**config.mk**
```make
export PLATFORM = sky130hd
export DESIGN_NAME = cell_reference_parser
export DESIGN_NICKNAME = d
export VERILOG_FILES = /design/src/crp_pkg.sv /design/src/cell_reference_parser.sv /design/src/crp_in_stage.sv /design/src/crp_parse.sv /design/src/crp_out_stage.sv
export SDC_FILE = /design/constraint.sdc
export NUM_CORES = 1
export LEC_CHECK = 0
export ABC_CLOCK_PERIOD_IN_PS = 10100
export BUFFER_PORTS_ARGS = -buffer_cell sky130_fd_sc_hd__clkbuf_2
export CAP_MARGIN = 20
export CELL_PAD_IN_SITES_DETAIL_PLACEMENT = 1
export CELL_PAD_IN_SITES_GLOBAL_PLACEMENT = 1
export CORE_MARGIN = 5
export CORE_UTILIZATION = 45
export CTS_CLUSTER_DIAMETER = 30
export DETAILED_ROUTE_END_ITERATION = 7
export PLACE_DENSITY_LB_ADDON = 0.1
export SLEW_MARGIN = 30
export SYNTH_ARGS = -nofsm -noshare
export SYNTH_HDL_FRONTEND = slang
export SYNTH_SLANG_ARGS = --single-unit
```
**constraint.sdc**
```tcl
create_clock -name clock -period 10.1 [get_ports clock]
set_input_delay 3.03 -clock clock [delete_from_list [all_inputs] [get_ports clock]]
set_output_delay 3.03 -clock clock [all_outputs]
set_load 0.01 [all_outputs]
```
**src/crp_pkg.sv**
```systemverilog
// ----------------------------------------------------------------------------
// crp_pkg
// Shared types and constants for the A1 cell reference parser.
// ----------------------------------------------------------------------------
package crp_pkg;

   // field widths
   localparam int CH_W       = 8;
   localparam int ROW_W      = 17;
   localparam int COL_W      = 19;
   localparam int CNT_W      = 3;
   localparam int CSR_IDX_W  = 2;
   localparam int CSR_DATA_W = 19;
   localparam int RSP_DATA_W = 40;

   // register indexes
   localparam logic [CSR_IDX_W-1:0] CSR_NUM_ROWS = 2'd0;
   localparam logic [CSR_IDX_W-1:0] CSR_NUM_COLS = 2'd1;

   // register reset values
   localparam logic [ROW_W-1:0] NUM_ROWS_RST = 17'd999;
   localparam logic [COL_W-1:0] NUM_COLS_RST = 19'd18278;

   // length and count limits
   localparam logic [CNT_W-1:0] MIN_LEN     = 3'd2;
   localparam logic [CNT_W-1:0] MAX_LEN     = 3'd6;
   localparam logic [CNT_W-1:0] MAX_LETTERS = 3'd4;
   localparam logic [CNT_W-1:0] MAX_DIGITS  = 3'd5;
   localparam logic [CNT_W-1:0] CNT_SAT     = 3'd7;

   // character codes
   localparam logic [CH_W-1:0] CH_UPPER_A = 8'h41;
   localparam logic [CH_W-1:0] CH_UPPER_Z = 8'h5A;
   localparam logic [CH_W-1:0] CH_BEFORE_A = 8'h40;
   localparam logic [CH_W-1:0] CH_DIGIT_0 = 8'h30;
   localparam logic [CH_W-1:0] CH_DIGIT_9 = 8'h39;

   typedef enum logic [1:0] {
      ST_OK      = 2'd0,
      ST_INVALID = 2'd1,
      ST_RANGE   = 2'd2
   } status_type;

   // one request: a character and its end-of-reference flag
   typedef struct packed {
      logic [CH_W-1:0] ch;
      logic            last_char;
   } item_type;

   // one result
   typedef struct packed {
      logic [COL_W-1:0] col_index;
      logic [ROW_W-1:0] row_index;
      status_type       status;
   } result_type;

endpackage

```
**src/cell_reference_parser.sv**
```systemverilog
// ----------------------------------------------------------------------------
// cell_reference_parser
// Parses A1-style cell references one character per request and returns
// status, zero-based row and column on the final character.
//
//   Channel  Dir   Contents
//   req_*    in    tdata = ch[7:0], tlast = last_char
//   rsp_*    out   tdata = status[1:0], row_index[18:2], col_index[37:19]
//   csr_*    in    index 0 = num_rows, index 1 = num_cols
//
// One request per cycle while req_tready is high; a character passes the input
// register and the parser, and a final character's result is registered in
// the output register. Reset is synchronous: counters and flags clear,
// num_rows = 999, num_cols = 18278. A result waiting in the output register
// holds the next final character in the input register, which then stalls
// the request channel; csr writes are always taken.
// ----------------------------------------------------------------------------
module cell_reference_parser (
   input  logic                               clock,
   input  logic                               reset,
   // request channel
   input  logic                               req_tvalid,
   output logic                               req_tready,
   input  logic [7:0]                         req_tdata,   // ch[7:0]
   input  logic                               req_tlast,
   // result channel
   output logic                               rsp_tvalid,
   input  logic                               rsp_tready,
   output logic [crp_pkg::RSP_DATA_W-1:0]     rsp_tdata,   // status, row_index, col_index
   // configuration
   input  logic                               csr_valid,
   output logic                               csr_ready,
   input  logic [crp_pkg::CSR_IDX_W-1:0]      csr_index,
   input  logic [crp_pkg::CSR_DATA_W-1:0]     csr_data
);

   logic [crp_pkg::ROW_W-1:0] num_rows_ff;
   logic [crp_pkg::COL_W-1:0] num_cols_ff;

   crp_pkg::item_type   req_item;
   crp_pkg::item_type   s1_item;
   crp_pkg::result_type res;
   logic                s1_valid;
   logic                take;
   logic                res_valid;
   logic                out_free;

   // configuration registers
   assign csr_ready = 1'b1;

   always_ff @(posedge clock) begin
      if (reset) begin
         num_rows_ff <= crp_pkg::NUM_ROWS_RST;
         num_cols_ff <= crp_pkg::NUM_COLS_RST;
      end else if (csr_valid) begin
         if (csr_index == crp_pkg::CSR_NUM_ROWS) begin
            num_rows_ff <= csr_data[crp_pkg::ROW_W-1:0];
         end
         if (csr_index == crp_pkg::CSR_NUM_COLS) begin
            num_cols_ff <= csr_data[crp_pkg::COL_W-1:0];
         end
      end
   end

   assign req_item.ch        = req_tdata;
   assign req_item.last_char = req_tlast;

   crp_in_stage u_in (
      .clock    (clock),
      .reset    (reset),
      .in_valid (req_tvalid),
      .in_ready (req_tready),
      .in_item  (req_item),
      .take     (take),
      .s1_valid (s1_valid),
      .s1_item  (s1_item)
   );

   crp_parse u_parse (
      .clock     (clock),
      .reset     (reset),
      .s1_valid  (s1_valid),
      .s1_item   (s1_item),
      .out_free  (out_free),
      .num_rows  (num_rows_ff),
      .num_cols  (num_cols_ff),
      .take      (take),
      .res_valid (res_valid),
      .res       (res)
   );

   crp_out_stage u_out (
      .clock     (clock),
      .reset     (reset),
      .res_valid (res_valid),
      .res       (res),
      .out_free  (out_free),
      .out_valid (rsp_tvalid),
      .out_ready (rsp_tready),
      .out_data  (rsp_tdata)
   );

endmodule

```
**src/crp_in_stage.sv**
```systemverilog
// ----------------------------------------------------------------------------
// crp_in_stage
// Input register: holds one accepted request until the parser takes it.
// ----------------------------------------------------------------------------
module crp_in_stage (
   input  logic              clock,
   input  logic              reset,
   input  logic              in_valid,
   output logic              in_ready,
   input  crp_pkg::item_type in_item,
   input  logic              take,
   output logic              s1_valid,
   output crp_pkg::item_type s1_item
);

   logic              valid_ff;
   logic              valid_in;
   crp_pkg::item_type item_ff;

   // room when empty or when the held request leaves this cycle
   assign in_ready = !valid_ff || take;
   assign valid_in = in_ready ? in_valid : valid_ff;

   always_ff @(posedge clock) begin
      if (reset) begin
         valid_ff <= 1'b0;
      end else begin
         valid_ff <= valid_in;
      end
   end

   always_ff @(posedge clock) begin
      if (in_ready && in_valid) begin
         item_ff <= in_item;
      end
   end

   assign s1_valid = valid_ff;
   assign s1_item  = item_ff;

endmodule

```
**src/crp_parse.sv**
```systemverilog
// ----------------------------------------------------------------------------
// crp_parse
// Per-reference state: letter/digit accumulators, counters and error flag.
// Produces the status and zero-based indexes on the final character.
// ----------------------------------------------------------------------------
module crp_parse (
   input  logic                             clock,
   input  logic                             reset,
   input  logic                             s1_valid,
   input  crp_pkg::item_type                s1_item,
   input  logic                             out_free,
   input  logic [crp_pkg::ROW_W-1:0]        num_rows,
   input  logic [crp_pkg::COL_W-1:0]        num_cols,
   output logic                             take,
   output logic                             res_valid,
   output crp_pkg::result_type              res
);

   logic [crp_pkg::CNT_W-1:0] char_count_ff,   char_count_in;
   logic [crp_pkg::CNT_W-1:0] letter_count_ff, letter_count_in;
   logic [crp_pkg::CNT_W-1:0] digit_count_ff,  digit_count_in;
   logic                      in_row_part_ff,  in_row_part_in;
   logic                      bad_flag_ff,     bad_flag_in;
   logic [crp_pkg::COL_W-1:0] col_accum_ff,    col_accum_in;
   logic [crp_pkg::ROW_W-1:0] row_accum_ff,    row_accum_in;

   logic [crp_pkg::CH_W-1:0]  ch;
   logic                      is_letter;
   logic                      is_digit;
   logic [crp_pkg::COL_W-1:0] col_x26;
   logic [crp_pkg::ROW_W-1:0] row_x10;
   logic [crp_pkg::CH_W-1:0]  letter_val;
   logic [crp_pkg::CH_W-1:0]  digit_val;
   logic                      invalid;
   logic                      out_range;

   // a request without a result never waits for the output slot
   assign take      = s1_valid && (!s1_item.last_char || out_free);
   assign res_valid = take && s1_item.last_char;

   assign ch         = s1_item.ch;
   assign is_letter  = (ch >= crp_pkg::CH_UPPER_A) && (ch <= crp_pkg::CH_UPPER_Z);
   assign is_digit   = (ch >= crp_pkg::CH_DIGIT_0) && (ch <= crp_pkg::CH_DIGIT_9);
   assign letter_val = ch - crp_pkg::CH_BEFORE_A;
   assign digit_val  = ch - crp_pkg::CH_DIGIT_0;

   // constant multiplies as shift-add
   assign col_x26 = (col_accum_ff << 4) + (col_accum_ff << 3) + (col_accum_ff << 1);
   assign row_x10 = (row_accum_ff << 3) + (row_accum_ff << 1);

   // next-state after this character
   always_comb begin
      char_count_in   = char_count_ff;
      letter_count_in = letter_count_ff;
      digit_count_in  = digit_count_ff;
      in_row_part_in  = in_row_part_ff;
      bad_flag_in     = bad_flag_ff;
      col_accum_in    = col_accum_ff;
      row_accum_in    = row_accum_ff;

      if (char_count_ff < crp_pkg::CNT_SAT) begin
         char_count_in = char_count_ff + 3'd1;
      end

      priority if (is_letter) begin
         if (in_row_part_ff) begin
            bad_flag_in = 1'b1;
         end
         if (letter_count_ff < crp_pkg::MAX_LETTERS) begin
            col_accum_in = col_x26 + crp_pkg::COL_W'(letter_val);
         end
         if (letter_count_ff < crp_pkg::CNT_SAT) begin
            letter_count_in = letter_count_ff + 3'd1;
         end
      end else if (is_digit) begin
         in_row_part_in = 1'b1;
         if (digit_count_ff < crp_pkg::MAX_DIGITS) begin
            row_accum_in = row_x10 + crp_pkg::ROW_W'(digit_val);
         end
         if (digit_count_ff < crp_pkg::CNT_SAT) begin
            digit_count_in = digit_count_ff + 3'd1;
         end
      end else begin
         bad_flag_in = 1'b1;
      end
   end

   // end-of-reference checks
   assign invalid = (char_count_in < crp_pkg::MIN_LEN) ||
                    (char_count_in > crp_pkg::MAX_LEN) ||
                    bad_flag_in ||
                    (letter_count_in == 3'd0) ||
                    (digit_count_in == 3'd0) ||
                    (letter_count_in > crp_pkg::MAX_LETTERS);

   assign out_range = (col_accum_in == '0) || (col_accum_in > num_cols) ||
                      (row_accum_in == '0) || (row_accum_in > num_rows);

   always_comb begin
      res.row_index = '0;
      res.col_index = '0;
      priority if (invalid) begin
         res.status = crp_pkg::ST_INVALID;
      end else if (out_range) begin
         res.status = crp_pkg::ST_RANGE;
      end else begin
         res.status    = crp_pkg::ST_OK;
         res.row_index = row_accum_in - 17'd1;
         res.col_index = col_accum_in - 19'd1;
      end
   end

   // state update; clear after the final character
   always_ff @(posedge clock) begin
      if (reset || (take && s1_item.last_char)) begin
         char_count_ff   <= '0;
         letter_count_ff <= '0;
         digit_count_ff  <= '0;
         in_row_part_ff  <= 1'b0;
         bad_flag_ff     <= 1'b0;
         col_accum_ff    <= '0;
         row_accum_ff    <= '0;
      end else if (take) begin
         char_count_ff   <= char_count_in;
         letter_count_ff <= letter_count_in;
         digit_count_ff  <= digit_count_in;
         in_row_part_ff  <= in_row_part_in;
         bad_flag_ff     <= bad_flag_in;
         col_accum_ff    <= col_accum_in;
         row_accum_ff    <= row_accum_in;
      end
   end

endmodule

```
**src/crp_out_stage.sv**
```systemverilog
// ----------------------------------------------------------------------------
// crp_out_stage
// Result register: holds one result until the downstream side takes it.
// ----------------------------------------------------------------------------
module crp_out_stage (
   input  logic                               clock,
   input  logic                               reset,
   input  logic                               res_valid,
   input  crp_pkg::result_type                res,
   output logic                               out_free,
   output logic                               out_valid,
   input  logic                               out_ready,
   output logic [crp_pkg::RSP_DATA_W-1:0]     out_data
);

   logic                valid_ff;
   logic                valid_in;
   crp_pkg::result_type res_ff;

   assign out_free = !valid_ff || out_ready;
   assign valid_in = out_free ? res_valid : valid_ff;

   always_ff @(posedge clock) begin
      if (reset) begin
         valid_ff <= 1'b0;
      end else begin
         valid_ff <= valid_in;
      end
   end

   always_ff @(posedge clock) begin
      if (out_free && res_valid) begin
         res_ff <= res;
      end
   end

   assign out_valid = valid_ff;
   // status, row, column from bit 0 up; zero fill to whole bytes
   assign out_data  = {2'b00, res_ff.col_index, res_ff.row_index, res_ff.status};

endmodule

```
======== After elaboration in Yosys (flattened, before gate mapping) ========
Index checks and enable logic that the tools add are counted.
storage, ports and cells
  flip-flop bits (word level) ............. 132
  input bits .............................. 35
  output and inout port bits .............. 43
cells by class
  $add $sub $neg .......................... 12
  order comparisons ....................... 14
  eq/ne operators ......................... 1
  multiplexer cells ....................... 15
  bitwise logic cells ..................... 1
  reductions and logical operators ........ 30
operators by type and width
  cell                                                                count
  two-way mux 17 bit                                                  3
  adder 19 bit                                                        2
  two-way mux 19 bit                                                  2
  adder 19 x 8 -> 19 bit                                              1
  > comparator 19 bit                                                 1
  zero test 19 bit                                                    1
  subtractor 19 x 1 -> 19 bit (second input constant)                 1
  two-way mux 3 bit                                                   6
  adder 17 bit                                                        1
  adder 17 x 8 -> 17 bit                                              1
  > comparator 17 bit                                                 1
  zero test 17 bit                                                    1
  subtractor 17 x 1 -> 17 bit (second input constant)                 1
  less-than comparator 3 bit (second input constant)                  5
  logical OR 1 bit                                                    12
  adder 3 x 1 -> 3 bit (second input constant)                        3
  greater-or-equal comparator 8 x 6 -> 1 bit (second input constant)  1
  greater-or-equal comparator 8 x 7 -> 1 bit (second input constant)  1
  <= comparator 8 x 6 -> 1 bit (second input constant)                1
  <= comparator 8 x 7 -> 1 bit (second input constant)                1
  subtractor 8 x 6 -> 8 bit (second input constant)                   1
  subtractor 8 x 7 -> 8 bit (second input constant)                   1
  > comparator 3 bit (second input constant)                          2
  logical AND 1 bit                                                   6
  other kinds (11)                                                    17

======== Depth between registers and ports, before layout ========
Gate-level depths: netlist (run 1).
  depth after elaboration ................. 10
  gate-level depth with buffers ........... 25
  depth with buffers taken out ............ 24

======== By module ========
A second synthesis (run 1) with hierarchy kept.
second synthesis, totals
  cells, all modules ...................... 1139
  area, all modules ....................... 10002.1 µm²
by module, submodules not included
  module                 instances  cells an instance  area an instance (µm²)
  crp_parse              1          932                6976.7
  cell_reference_parser  1          147                1485.2
  crp_out_stage          1          46                 1214.9
  crp_in_stage           1          14                 325.3

======== Worst setup path before layout (run 1) ========
OpenSTA, ideal clock, no wires.
  path type ............................... input to output
  from .................................... input port rsp_tready
  to ...................................... output port req_tready
  arrival time ............................ 3382 ps
  required time ........................... 7070 ps
  slack ................................... 3688 ps
  cell stages on the path ................. 2
  path through ............................ nor2b_1 -> nand3_1
on the way
  word-level cells in the longest chain between the ends .. 4
ends and longest elaborated chain
  element             line                         text
  start: declaration  cell_reference_parser.sv:28  input logic rsp_tready,
  logical OR 1 bit    crp_out_stage.sv:20          assign out_free = !valid_ff || out_ready;
  logical OR 1 bit    crp_parse.sv:38              assign take = s1_valid && (!s1_item.last_char || out_free);
  logical AND 1 bit   crp_parse.sv:38
  logical OR 1 bit    crp_in_stage.sv:21           assign in_ready = !valid_ff || take;
  end: declaration    cell_reference_parser.sv:23  output logic req_tready,
No other way between the ends.

======== Worst setup path in the final report (run 1) ========
Same ends and word-level chain as after synthesis.

==> results of run 1 <==
## Yosys cell counts (19+ instances only)
cell,n
nor3_1,34
a211oi_1,36
a21o_1,23
nand4_1,19
nor3_2,23
xnor2_1,26
edfxtp_1,47
fa_1,26
ha_1,101
a21oi_1,84
dfxtp_1,85
o21ai_0,31
inv_1,113
nand2_1,110
nor2_1,109
nand3_1,22
clkbuf_1,32
## cell type report
type / instances / area share (%)
Inverter: 113 / 3.78
Sequential cell: 132 / 27.7
Multi-Input combinational cell: 866 / 56.3
Clock buffer: 19 / 4.24
Timing Repair Buffer: 81 / 3.77
Clock inverter: 13 / 1.06
Tap cell: 280 / 3.12
## cell usage in the layout, fill, tap and decap left out, types with 9 or more instances in the layout
cell type	instances
a211o_1	18
a211oi_1	36
a21o_1	23
a21oi_1	84
clkbuf_16	19
clkbuf_2	74
dfxtp_1	85
edfxtp_1	47
fa_1	26
ha_1	101
inv_1	113
mux2i_1	17
nand2_1	110
nand2b_1	14
nand3_1	22
nand4_1	19
nor2_1	109
nor2b_1	9
nor3_1	34
nor3_2	22
o21a_1	10
o21ai_0	31
or3_1	10
xnor2_1	26
xor2_1	18
## worst min-delay path, stage by stage (launching register included)
cell and delay, ns:
dfxtp_1 0.31, nand2_1 0.05, a21oi_1 0.05
## logic make-up after synthesis
kind of cell | Yosys count
other | 2
XOR/XNOR | 44
AND/OR/NAND/NOR | 399
flip-flops | 132
AO/OA/AOI/OAI | 273
adder cells (fa/ha/maj) | 127
multiplexers | 20
buffers and inverters | 167
## routing by layer
metal | vias to the layer above | global-route usage, %
li1 | 4228 | -
met2 | 143 | 38.4
met4 | 0 | 4.73
met1 | 4225 | 30.4
met3 | 19 | 3.45
met5 | - | 0
## power groups by stage
stage	logic (mW)	registers, mW	clock network (mW)
final	0.405	0.593	0.637
after detailed placement	0.398	0.605	0
after global placement	0.391	0.605	0
after floorplan	0.295	0.601	0
after CTS	0.405	0.594	0.648
after global routing	0.450	0.597	0.675
## registers in the layout, indices dropped and copies added (netlist names), 3 cells and up
| name | flops |
|---|---|
| u_out.out_data | 38 |
| num_cols_ff | 19 |
| u_parse.letter_count_ff | 3 |
| u_parse.digit_count_ff | 3 |
| u_parse.col_accum_ff | 19 |
| u_parse.row_accum_ff | 17 |
| u_parse.char_count_ff | 3 |
| num_rows_ff | 17 |
| u_in.s1_item | 9 |
## path summary, 6_finish.rpt
check | end | slack [ns] | cells past startpoint
worst max-delay path | req_tready | 3.43 | 4
worst min-delay path | num_cols_ff[7] | 0.45 | 2
worst max register to register | u_out.out_data[37] | 3.48 | 25
worst min register to register | num_cols_ff[7] | 0.45 | 2
## per-stage QoR
step,cells,total power [mW],setup slack (ns),hold slack [ns],area [um^2]
after floorplan,1165,0.896,3.69,0.434,10100
after global placement,1472,0.996,3.49,0.445,10600
after detailed placement,1472,1.00,3.41,0.447,10600
after CTS,1504,1.65,3.41,0.458,11200
after global routing,1504,1.72,3.13,0.478,11200
final,1504,1.63,3.43,0.453,11200
==> metrics.md, run 1 <==
| Metric | Value |
|---|---|
| Final TNS setup | `0 ns` |
| Syn avg cell area | `8.66 um^2` |
| Clock Power Share | `38.9%` |
| Critical path required time | `7.07 ns` |
| Row cnt | `54` |
| Comb power frac | `24.8%` |
| Drt pass-1 iters | `5` |
| Seq pwr share | `36.3%` |
| Final Skew | `0.0155 ns` |
| Post-Synth Simple-Gate Area | `20.0%` |
| CTS tree | `yes` |
| Worst Setup SP | `rsp_tready` |
| Post-synthesis mux area share | `2.02%` |
| Top cells by area, synth | `dfxtp_1 (17%), edfxtp_1 (14%), ha_1 (13%)` |
| Antenna viol nets, final | `0` |
| Post-Route M1 WL | `13700 um` |
| Delay of the slowest critical-path stage | `0.25 ns` |
| Post-cts sizing count | `0` |
| CP most frequent cell | `clkbuf_2` |
| Met3 WL | `996 um` |
| Tmin final | `6.67 ns` |
| Largest net degree at the start of global routing | `66` |
| Critical path endpoint category | `output port` |
| Initial cell density of the core | `45.9%` |
| Number of buffers created by CTS | `17` |
| Final period util | `66.1%` |
| Clk slew on worst S/H paths | `0.07 ns` |
| Wirelength, routed | `28600 um` |
| Filler cells | `2607` |
| Status | `complete, no violations` |
| Slew headroom | `39.1%` |
| Crit Path Max Fanout | `4` |
| CP max-delay cell | `nor2b_1` |
| Peak Freq | `0.150 GHz` |
| # DRC | `0` |
| Async SR Flop Fraction | `0%` |
| Die height | `160 um` |
| Initial DRC count | `395` |
| Detailed Place HPWL | `21400 um` |
| Pleak | `4.95 nW` |
| FF-to-FF Start | `u_in.s1_item[7]` |
| RSZ-0062 raised after global routing | `no` |
| Hold Crit Class | `reg -> reg` |
| Gr usage total | `22.5%` |
| Total grt overflow | `0` |
| Number of synthesized flops with an enable pin | `47` |
| Setup Viol. Count Final | `0` |
| Compound-Gate Fraction of Synth Area | `18.7%` |
| Core box area | `0.0220 mm^2` |
| Clock root cell | `clkbuf_16` |
| CP top delay family | `simple AND/OR/NAND/NOR gates` |
| CP Buf/Inv Count | `2` |
| Largest family of logic cells by synthesized area | `simple AND/OR/NAND/NOR gates` |
| Seq cells post-synth | `132` |
| Wire per inst | `19.0 um` |
| Fin. Hold Viols | `0` |
| Global-route wire length before repair | `47100 um` |
| Multi-input gate area | `0.00632 mm^2` |
| Max-slew violations | `0` |
| Cell breakdown of the critical path | `clkbuf_2 > nor2b_1 > nand3_1 > clkbuf_2` |
| Sw Share | `34.2%` |
| Final core occ | `51.1%` |
| Synthesized area | `0.0101 mm^2` |
| Post-synthesis sequential area ratio | `30.9%` |
| Total number of vias | `8615` |
| Post-Syn Instances | `1164` |
| XOR/XNOR Fraction of Synth Area | `3.82%` |
| Worst vdd ir | `0.0709 mV` |
| Met2 WL | `13700 um` |
| CP startpoint kind | `input port` |
| CP arrival | `3.64 ns` |
| Full die area | `0.0255 mm^2` |
| Setup bufs post-CTS | `0` |
| Hold Startpoint | `num_cols_ff[7]` |
| PD cells | `146 mW/mm^2` |
| CTS sink cnt | `132` |
| Worst setup path class | `in -> out` |
| Die width | `160 um` |
| Routed vias/inst | `5.73` |
| Vias in the first global route | `8998` |
| CTS Hold Bufs | `0` |
| Uppermost layer routed | `met4` |
| Clk Latency, worst-skew pair | `0.44 ns` |
| Area delta synth->final | `11.3%` |
| IO Count | `78` |
| Placer Congestion | `0.829` |
| Distinct cells, synth | `73` |
| CTS H-Tree Depth | `4` |
| Post-Synth Adder-Cell Area | `17.7%` |
| P_int | `1.08 mW` |
| Register Area | `0.00311 mm^2` |
| Nets | `1373` |
| Max cap viols | `0` |
| Area share of the largest cell type after synthesis | `16.9%` |
| Initial antenna violation count | `0` |
| I/O Buffers | `74` |
| Synth Flop Type | `dfxtp_1` |
| Ant diodes | `0` |
| Share of layout cells above drive strength 1 | `13.2%` |
| Worst slew pin tran | `0.913 ns` |
| Switch Pwr | `0.559 mW` |
| Yosys warnings | `0` |
| CTS Buffer Depth | `2` |
| Biggest area consumer among synthesized cells | `dfxtp_1` |
(Power assumes the default switching activity.)
==> run 2: changes to the inputs <==
--- a/config.mk
+++ b/config.mk
@@ -5,13 +5,13 @@
 export SDC_FILE = /design/constraint.sdc
 export NUM_CORES = 1
 export LEC_CHECK = 0
-export ABC_CLOCK_PERIOD_IN_PS = 10100
+export ABC_CLOCK_PERIOD_IN_PS = 5400
 export BUFFER_PORTS_ARGS = -buffer_cell sky130_fd_sc_hd__clkbuf_2
 export CAP_MARGIN = 20
 export CELL_PAD_IN_SITES_DETAIL_PLACEMENT = 1
 export CELL_PAD_IN_SITES_GLOBAL_PLACEMENT = 1
 export CORE_MARGIN = 5
-export CORE_UTILIZATION = 45
+export CORE_UTILIZATION = 43
 export CTS_CLUSTER_DIAMETER = 30
 export DETAILED_ROUTE_END_ITERATION = 7
 export PLACE_DENSITY_LB_ADDON = 0.1
==> constraint.sdc (replaced) <==
create_clock -name clock -period 5.4 [get_ports clock]
set_input_delay 1.62 -clock clock [delete_from_list [all_inputs] [get_ports clock]]
set_output_delay 1.62 -clock clock [all_outputs]
set_load 0.01 [all_outputs]
==> metrics.md, run 2 (same netlist as run 1, synthesis figures left out) <==
| Metric | Value |
|---|---|
| Grt met2 use | `42.2% (+3.7 points)` |
| Peak Freq | `0.187 GHz` |
| Switch Pwr | `1.16 mW (+110%)` |
| Number of buffers created by CTS | `17 (unchanged)` |
| Worst slew pin tran | `0.859 ns (-0.0550 ns)` |
| Sw Share | `35.2% (+1.0 points)` |
| Max FFs per register | `38 (unchanged)` |
| Die width | `163 um (+2.2%)` |
| Nets | `1472 (+7.2%)` |
| PD cells | `265 mW/mm^2 (+82%)` |
| IO Count | `78 (unchanged)` |
| Filler cells | `2768 (+6.2%)` |
| RSZ-0062 raised after global routing | `yes` |
| Detailed Place HPWL | `23900 um (+12%)` |
| Antenna viol nets, final | `0 (unchanged)` |
| Crit Path Max Fanout | `8 (+4)` |
| CTS sink cnt | `132 (unchanged)` |
| Routed vias/inst | `5.52 (-3.6%)` |
| Die height | `163 um (+2.2%)` |
| Share of layout cells above drive strength 1 | `23.8% (+11 points)` |
| Worst vdd ir | `0.234 mV (+230%)` |
| CTS tree | `yes` |
| Setup Viol. Count Final | `0 (unchanged)` |
| Tmin final | `5.34 ns` |
| Full die area | `0.0266 mm^2 (+4.4%)` |
| Row cnt | `56 (+3.7%)` |
| Clk Latency, worst-skew pair | `0.44 ns (about the same)` |
| Fin. Hold Viols | `0 (unchanged)` |
| Max cap viols | `0 (unchanged)` |
| Worst reg-to-reg setup slack | `0.06 ns (-3.42 ns)` |
| Placer Congestion | `0.851 (+2.7%)` |
| Initial antenna violation count | `1 (+1)` |
| Seq pwr share | `33.4% (-2.9 points)` |
| Comb power frac | `28.6% (+3.8 points)` |
| Critical path endpoint category | `register` |
| Placed Area | `0.0113 mm^2 (+6.7%)` |
| Clk slew on worst S/H paths | `0.07 ns (about the same)` |
| Slew headroom | `42.6% (+3.5 points)` |
| Largest net degree at the start of global routing | `41 (-38%)` |
| Final period util | `98.8%` |
| Most frequent cells in the layout | `nand2_1 (110), inv_1 (109), nor2_1 (105)` |
| Most common cell after layout, fill and taps aside | `nand2_1` |
| Clock Power Share | `37.9% (-1.0 points)` |
| Drt pass-1 iters | `6 (+1)` |
| # DRC | `0 (unchanged)` |
| I/O Buffers | `74 (unchanged)` |
| Total grt overflow | `0 (unchanged)` |
| Initial DRC count | `480 (+22%)` |
| Pleak | `5.53 nW (+12%)` |
| Final core occ | `53.7% (+2.6 points)` |
| Critical path required time | `5.68 ns (-1.39 ns)` |
| CTS H-Tree Depth | `4 (unchanged)` |
| CP startpoint kind | `register` |
| Wire per inst | `19.6 um (+2.9%)` |
| Final Skew | `0.0202 ns (+0.00477 ns)` |
| Fin Hold WS | `0.458 ns (+0.00412 ns)` |
| Status | `complete, no violations` |
| Initial cell density of the core | `43.4% (-2.6 points)` |
| Core box area | `0.0233 mm^2 (+5.9%)` |
| Global-route wire length before repair | `50700 um (+7.7%)` |
| Wirelength, routed | `32200 um (+12%)` |
| Gr usage total | `24.1% (+1.6 points)` |
| Hold Crit Class | `reg -> reg` |
| Global Route met1 Usage | `30.9% (+0.56 points)` |
| CP arrival | `5.62 ns (+1.98 ns)` |
| Multi-input gate area | `0.00672 mm^2 (+6.3%)` |
| Area delta synth->final | `23.8%` |
| CTS Buffer Depth | `2 (unchanged)` |
| Total number of vias | `9071 (+5.3%)` |
| Met3 Use GR | `3.63% (+0.18 points)` |
| Worst setup path class | `reg -> reg` |
| Overall power | `3.31 mW (+100%)` |
| Ant diodes | `0 (unchanged)` |
| Vias in the first global route | `9470 (+5.2%)` |
| Clock root cell | `clkbuf_16` |
| Register Area | `0.00311 mm^2 (unchanged)` |
| GRT Max-Usage Layer | `met2` |
| Max-slew violations | `0 (unchanged)` |
| Finished Cell Area | `0.0125 mm^2 (+11%)` |
| P_int | `2.14 mW (+99%)` |
## run 2: critical path, stage by stage, from the launching register on
cell and delay (ns):
edfxtp_1 0.37, inv_2 0.06, ha_4 0.26, inv_2 0.03
fa_1 0.47, inv_1 0.05, fa_1 0.49, inv_2 0.05
ha_4 0.23, a21oi_4 0.16, o31ai_4 0.09, o211a_1 0.22
o31a_1 0.30, xor2_1 0.20, nor2_1 0.06, nor2_1 0.14
ha_1 0.27, a21o_1 0.17, a21o_1 0.19, a21oi_2 0.18
nand3_2 0.12, a2111oi_4 0.20, o31a_1 0.23, o311ai_4 0.22
buf_12 0.22, a211oi_2 0.17
## run 2: through the flow
stage	setup WS, ns	setup TNS [ns]	std cells
after detailed placement	-0.400	-8.62	1597
after floorplan	0.0177	0	1165
final	0.0629	0	1642
after CTS	0.000958	0	1636
after global routing	-0.152	-4.15	1642
after global placement	-0.121	-2.39	1597
## run 2: power by group through the flow
stage / clock network [mW] / registers [mW] / logic (mW)
2_1_floorplan: 0 / 1.12 / 0.553
3_3_place_gp: 0 / 1.13 / 0.825
3_5_place_dp: 0 / 1.13 / 0.841
4_1_cts: 1.28 / 1.10 / 0.892
5_1_grt: 1.31 / 1.11 / 1.04
6_report: 1.25 / 1.11 / 0.947
## run 2: per-layer routing
layer  wire length, um  vias up
met2             16200      147
met3               975       49
met5                11        -
met1             14300     4440
met4               720        2
li1                  -     4433
## run 2: what timing repair did
item	in CTS	in global routing
hold buffers	0	0
buffers inserted	5	6
resized for setup	42	43
endpoints found under the setup margin	37	37
pin swaps	15	38
gates cloned	2	0
## run 2: layout make-up
type	count	area share, %
clock buffers	18	3.61
inverters	113	3.40
clock inverters	14	1.41
well taps	319	3.20
multi-input cells	866	53.8
repair buffers	180	9.67
flip-flops and latches	132	24.9
## run 2: final timing paths
path                        start            endpoint  cells past startpoint
setup / recovery  u_in.s1_item[8]  u_out.out_data[37]                     25
hold / removal    num_rows_ff[12]     num_rows_ff[12]                      2
setup reg to reg  u_in.s1_item[8]  u_out.out_data[37]                     25
hold reg to reg   num_rows_ff[12]     num_rows_ff[12]                      2
